### src/sdf_pkg.sv
// Package for the serial command deframer.
// Holds the frame byte codes, the queue beat type and the shared sizes.
// No dependencies.
`default_nettype none

package sdf_pkg;

  localparam logic [7:0] START_BYTE   = 8'h01;
  localparam logic [7:0] END_BYTE     = 8'h04;
  localparam logic [8:0] HEADER_BYTES = 9'd3;

  localparam int unsigned STORE_DEPTH = 8;
  localparam int unsigned IDX_BITS    = 3;
  localparam int unsigned OUT_BITS    = 64;
  localparam int unsigned QUEUE_DEPTH = 2;

  localparam logic STATUS_GOOD    = 1'b0;
  localparam logic STATUS_BAD_END = 1'b1;

  typedef enum logic [1:0] {
    BEAT_LEN,
    BEAT_CMD,
    BEAT_DATA,
    BEAT_END
  } beat_kind_e;

  typedef struct packed {
    beat_kind_e          kind;
    logic                keep;
    logic [IDX_BITS-1:0] idx;
    logic [7:0]          data;
  } beat_t;

endpackage

`default_nettype wire

### src/sdf_queue.sv
// Two-entry beat queue between the deframer front and back ends.
// Depends on sdf_pkg.
`default_nettype none

module sdf_queue import sdf_pkg::*; (
  input  wire logic  clk_i,
  input  wire logic  rst_ni,
  input  wire logic  push_valid_i,
  output logic       push_ready_o,
  input  wire beat_t push_beat_i,
  output logic       pop_valid_o,
  input  wire logic  pop_ready_i,
  output beat_t      pop_beat_o
);

  localparam int unsigned PtrBits = $clog2(QUEUE_DEPTH);

  beat_t              slot_q [QUEUE_DEPTH];
  logic [PtrBits-1:0] wr_ptr_q, rd_ptr_q;
  logic [PtrBits:0]   count_q, count_d;
  logic               push, pop;

  assign push_ready_o = count_q != (PtrBits+1)'(QUEUE_DEPTH);
  assign pop_valid_o  = count_q != '0;
  assign pop_beat_o   = slot_q[rd_ptr_q];
  assign push         = push_valid_i && push_ready_o;
  assign pop          = pop_valid_o && pop_ready_i;

  always_comb begin
    count_d = count_q;
    if (push && !pop) begin
      count_d = count_q + 1'b1;
    end else if (pop && !push) begin
      count_d = count_q - 1'b1;
    end
  end

  always_ff @(posedge clk_i or negedge rst_ni) begin
    if (!rst_ni) begin
      wr_ptr_q <= '0;
      rd_ptr_q <= '0;
      count_q  <= '0;
    end else begin
      count_q <= count_d;
      if (push) begin
        wr_ptr_q <= wr_ptr_q + 1'b1;
      end
      if (pop) begin
        rd_ptr_q <= rd_ptr_q + 1'b1;
      end
    end
  end

  always_ff @(posedge clk_i) begin
    if (push) begin
      slot_q[wr_ptr_q] <= push_beat_i;
    end
  end

endmodule

`default_nettype wire

### config.mk
export PLATFORM = sky130hd
export DESIGN_NAME = sdf_queue
export DESIGN_NICKNAME = d
export VERILOG_FILES = /design/src/sdf_pkg.sv /design/src/sdf_queue.sv
export SDC_FILE = /design/constraint.sdc
export NUM_CORES = 1
export LEC_CHECK = 0
export CORE_MARGIN = 4
export CORE_UTILIZATION = 45
export DETAILED_ROUTE_END_ITERATION = 16
export DONT_BUFFER_PORTS = 1
export GPL_ROUTABILITY_DRIVEN = 0
export PLACE_DENSITY = 0.63
export SLEW_MARGIN = 20
export SYNTH_ARGS = -nofsm -noshare
export SYNTH_HDL_FRONTEND = slang
export SYNTH_SLANG_ARGS = --single-unit
### constraint.sdc
create_clock -name clk_i -period 5.7 [get_ports clk_i]
set_clock_uncertainty 0.2 [all_clocks]
set_input_delay 0.57 -clock clk_i [delete_from_list [all_inputs] [get_ports clk_i]]
set_output_delay 0.57 -clock clk_i [all_outputs]
set_load 0.02 [all_outputs]
## Word-level counts from Yosys, hierarchy flattened

Memories as Yosys holds them, arrays and structs flattened.
Index checks and enable logic that the tools add are counted.

| storage, ports and cells | value |
|---|---|
| bits in latches | 0 |
| memories kept | 1 |
| word-level logic and storage cells | 21 |
| memory bits (writable) | 28 |
| flip-flop bits (word level) | 4 |
| ROM bits | 0 |
| output and inout port bits | 16 |
| bits of input ports | 18 |

| cells by class | value |
|---|---|
| magnitude comparators | 0 |
| equal/unequal tests | 1 |
| mux-type cells | 4 |
| div/mod/pow operators | 0 |
| shift operators | 0 |
| bitwise operators | 0 |
| $add $sub $neg | 4 |
| reductions and logical operators | 8 |
| multiply operators | 0 |

Memories:

| name | words | bits a word | rd ports | clocked after Yosys merged registers in | write ports | line | RTL |
|---|---|---|---|---|---|---|---|
| slot_q | 2 | 14 | 1 | 0 | 1 | sdf_queue.sv:18 | `beat_t slot_q [QUEUE_DEPTH];` |

Operators with widths:

| operator | number |
|---|---|
| 1-bit logical AND | 4 |
| 2-bit two-way mux | 2 |
| 2-bit nonzero test | 2 |
| 1-bit adder (second input constant) | 2 |
| 2-bit by 1-bit adder with 2-bit output (second input constant) | 1 |
| 1-bit zero test | 2 |
| 1-bit two-way mux | 2 |
| 2-bit != test (second input constant) | 1 |
| 2-bit by 1-bit subtractor with 2-bit output (second input constant) | 1 |

## Depth between registers and ports, before layout

| depth | value |
|---|---|
| word-level depth | 6 |
| depth in mapped cells | 7 |
| mapped depth without buffers | 7 |

## Worst setup path before layout

Ideal clock, no wire load.

| timing path | value |
|---|---|
| path type | flip-flop to flip-flop |
| start point | register count_q[0] |
| end point | memory slot_q[0][0] (netlist bit), enable pin |
| path buffers | 0 |
| clock period less this slack | 1,878 ps |
| library setup time | 384 ps |
| cell stages (with the launch flop) | 4 |
| data arrival time | 1,293 ps |
| data required time | 5,116 ps |
| setup slack | 3,822 ps |
| cells stage by stage | dfrtp_1 > nand2b_4 > nand2_1 > nor2_1 |

| on the way | value |
|---|---|
| longest elaborated chain between the ends | 4 |

Ends and longest elaborated chain:

| what | line | RTL |
|---|---|---|
| start, declared | sdf_queue.sv:20 | `logic [PtrBits:0] count_q, count_d;` |
| start signal, assigned | sdf_queue.sv:44 | `count_q <= count_d;` |
| 2-bit != test | sdf_queue.sv:23 | `assign push_ready_o = count_q != (PtrBits+1)'(QUEUE_DEPTH);` |
| named net push_ready_o | sdf_queue.sv:9 | `output logic push_ready_o,` |
| 1-bit logical AND | sdf_queue.sv:26 | `assign push = push_valid_i && push_ready_o;` |
| 1-bit two-way mux | sdf_queue.sv:55 | `if (push) begin` |
| 1-bit two-way mux (implied by the code) | sdf_queue.sv:56 | `slot_q[wr_ptr_q] <= push_beat_i;` |
| end, declared | sdf_queue.sv:18 |  |

The timed path passes the listed nets, and every way through them passes these cells.

==> results.md <==
* Routed wire length per instance at 17.8 µm
* CTS Hold Buffers Added at 1
* Internal Power at 0.000479 W
* PnR worst setup slack at 3.29 ns
* Grt met2 use at 0.174
* Clk slew on worst S/H paths at 0.09 ns
* Ys Warns at 0
* Sequential share of power at 0.510
* Busiest grt layer: met2
* Postcts setup bufs at 0
* Hold Slack at 0.142 ns
* Switching Share at 0.344
* Vias at 524
* Chip Height at 61.1 µm
* Max Cap Viol at 0
* CP Class: reg2out
* Status: complete, no violations
* Reg2reg start: count_q[0]
* Cells along the critical path: mux2_2
* Async S/R FF share, synth at 0.125
* GR Util met3 at 0.0713
* Worst EP required at 4.93 ns
* Die span in x at 61.1 µm
* Clock network power share at 0.158
* Worst vdd ir at 0.337 mV
* Num ports at 34
* Cells after Synth at 62
* Final-stage net count at 88
* RSZ-0062 raised after global routing: no
* Post-synth cell types at 16
* Startpoint Class: flop
* P per Cell Area at 543 mW/mm²
* Tot GR Track Use at 0.109
* Final total power at 0.000730 W
* Port Buffers at 0
* Layout cells sized above 1 at 0.329
* Root buffer cell: clkbuf_4
* Antenna-violating nets left at 0
* Met1 GRT Util at 0.104
* Most used DFF post-synth: edfxtp_1
* Rows at 19
* Number of synthesized flops with an enable pin at 28
* Combinational Power Share at 0.332
* Most numerous cell in the Yosys netlist: edfxtp_1
* Worst hold path type: in2reg
* Slew margin rel. at 0.495
* Final WL at 1.80 mm
* Grt total ovfl at 0
* Initial cell density of the core at 0.465
* Synth area leaders: edfxtp_1 66%, mux2_4 11%, dfrtp_1 7.9%
* # setup viols final at 0
* Vias in the first global route at 554
* Slowest CP cell: dfrtp_1
* Switching power of the nets at 0.000251 W
* Crit-path leading delay family: flip-flops
* Post-DP HPWL at 1.23 mm
* Worst Setup SP: rd_ptr_q
* DP Worst Slack at 3.59 ns
* CP max FO at 15
* Pin count of the biggest net entering global routing at 16
* Fmax at 415 MHz
* Vias per inst at 5.19
* Max Transition Viols Final at 0
* Fin crit share at 0.422
* Sequential cell area fraction in the yosys report at 0.741
* Post-synth top area cell: edfxtp_1
* First-pass detailed-route iteration total at 2
* CTS H-tree depth at 2
* CORE AREA at 0.00273 mm²
* Post-Syn Area at 0.00127 mm²
* Final hold viol count at 0
* Leakage at 0.494 nW
* Clock latency on the worst-skew pair at 0.31 ns
* CTS tree: done
* Multi-input gate area at 294 µm²
* # resized after CTS at 0
* CTS Buffer Depth at 2
* Fill cell count at 230
* CP Capture Type: primary output
* Crit path largest cell delay at 0.84 ns
* Critical Path AT at 1.64 ns
* Synth-to-layout area growth at 5.81%
* Initial antenna violation count at 0
* Worst path buffer plus inverter count at 0
* First-pass GRT wire length at 2.65 mm
* DIE AREA at 0.00374 mm²
* Seq cells post-synth at 32
* TritonCTS Buffers at 5
* TNS Setup at 0 ns
* Minimum clock period at 2.41 ns
* Reg area at 941 µm²
* Slew @ Worst Pin at 0.757 ns
* HP Start: push_beat_i[9]
* Remaining routing DRC violations at 0
* Synth top area share at 0.662
* Initial DRC count at 15
* Synthesized area per cell at 20.5 µm²
* Post-Synthesis Net Count at 81
* Commonest cells in the netlist: 28 x edfxtp_1, 9 x mux2_4, 5 x mux2_2
* CTS sink cnt at 32
* # diodes at 0
==> final timing paths <==
path	endpoint	slack (ns)	cells past startpoint
min reg2reg	wr_ptr_q	0.31	1
max	pop_beat_o[1]	3.29	1
max in group asynchronous	count_q[0]	4.80	1
max reg2reg	slot_q[1][5]	3.88	2
min in group asynchronous	rd_ptr_q	0.32	1
min	slot_q[1][9]	0.14	0
==> metrics by stage <==
stage	cell area [µm²]	util	std cells
3_3_place_gp	1280	0.470	92
6_report	1340	0.492	101
5_1_grt	1340	0.492	101
4_1_cts	1340	0.492	101
3_5_place_dp	1280	0.470	92
2_1_floorplan	1270	-	62
==> metal layers <==
| metal | vias to the layer above | share of wire |
|---|---|---|
| met3 | 4 | 0.095 |
| met5 | - | 0 |
| li1 | 243 | - |
| met1 | 257 | 0.36 |
| met2 | 20 | 0.53 |
| met4 | 0 | 0.017 |
==> cell type report <==
| cell class | count | share of cell area |
|---|---|---|
| Clock buffer | 7 | 0.0335 |
| Clock inverter | 1 | 0.00279 |
| Inverter | 1 | 0.00279 |
| Multi-Input combinational cell | 27 | 0.219 |
| Sequential cell | 32 | 0.700 |
| Tap cell | 31 | 0.0289 |
| Timing Repair Buffer | 2 | 0.0130 |
==> flip-flops by register name, summed over array words and instances (netlist names) <==
name,cells
slot_q,28
count_q,2
rd_ptr_q,1
wr_ptr_q,1
==> power groups by stage <==
stage / clock network (W) / registers (W) / logic, W
2_1_floorplan: 0 / 0.000349 / 0.000258
3_3_place_gp: 0 / 0.000377 / 0.000241
3_5_place_dp: 0 / 0.000380 / 0.000247
4_1_cts: 0.000121 / 0.000375 / 0.000249
5_1_grt: 0.000131 / 0.000380 / 0.000260
6_report: 0.000116 / 0.000372 / 0.000242
==> cell usage in the layout, fill, tap and decap left out <==
master,count
and3_1,1
buf_4,1
clkbuf_1,2
clkbuf_4,5
clkinv_1,1
dfrtp_1,4
dlygate4sd3_1,1
edfxtp_1,28
ha_1,1
inv_1,1
mux2_2,5
mux2_4,9
nand2_1,1
nand2_2,1
nand2b_4,1
nor2_1,2
or2_4,1
xnor2_1,3
xor2_1,2
==> cells by family (layout without fill, tap and decap cells) <==
logic type / count (synthesis) / in the layout / synth area share
DFF: 32 / 32 / 0.741
adders and majority gates: 1 / 1 / 0.00985
buffers and inverters: 3 / 11 / 0.0276
xor gates and xnor gates: 5 / 5 / 0.0345
and+or+nand+nor: 7 / 7 / 0.0365
muxes: 14 / 14 / 0.151
Power figures use the tool's default switching activity.
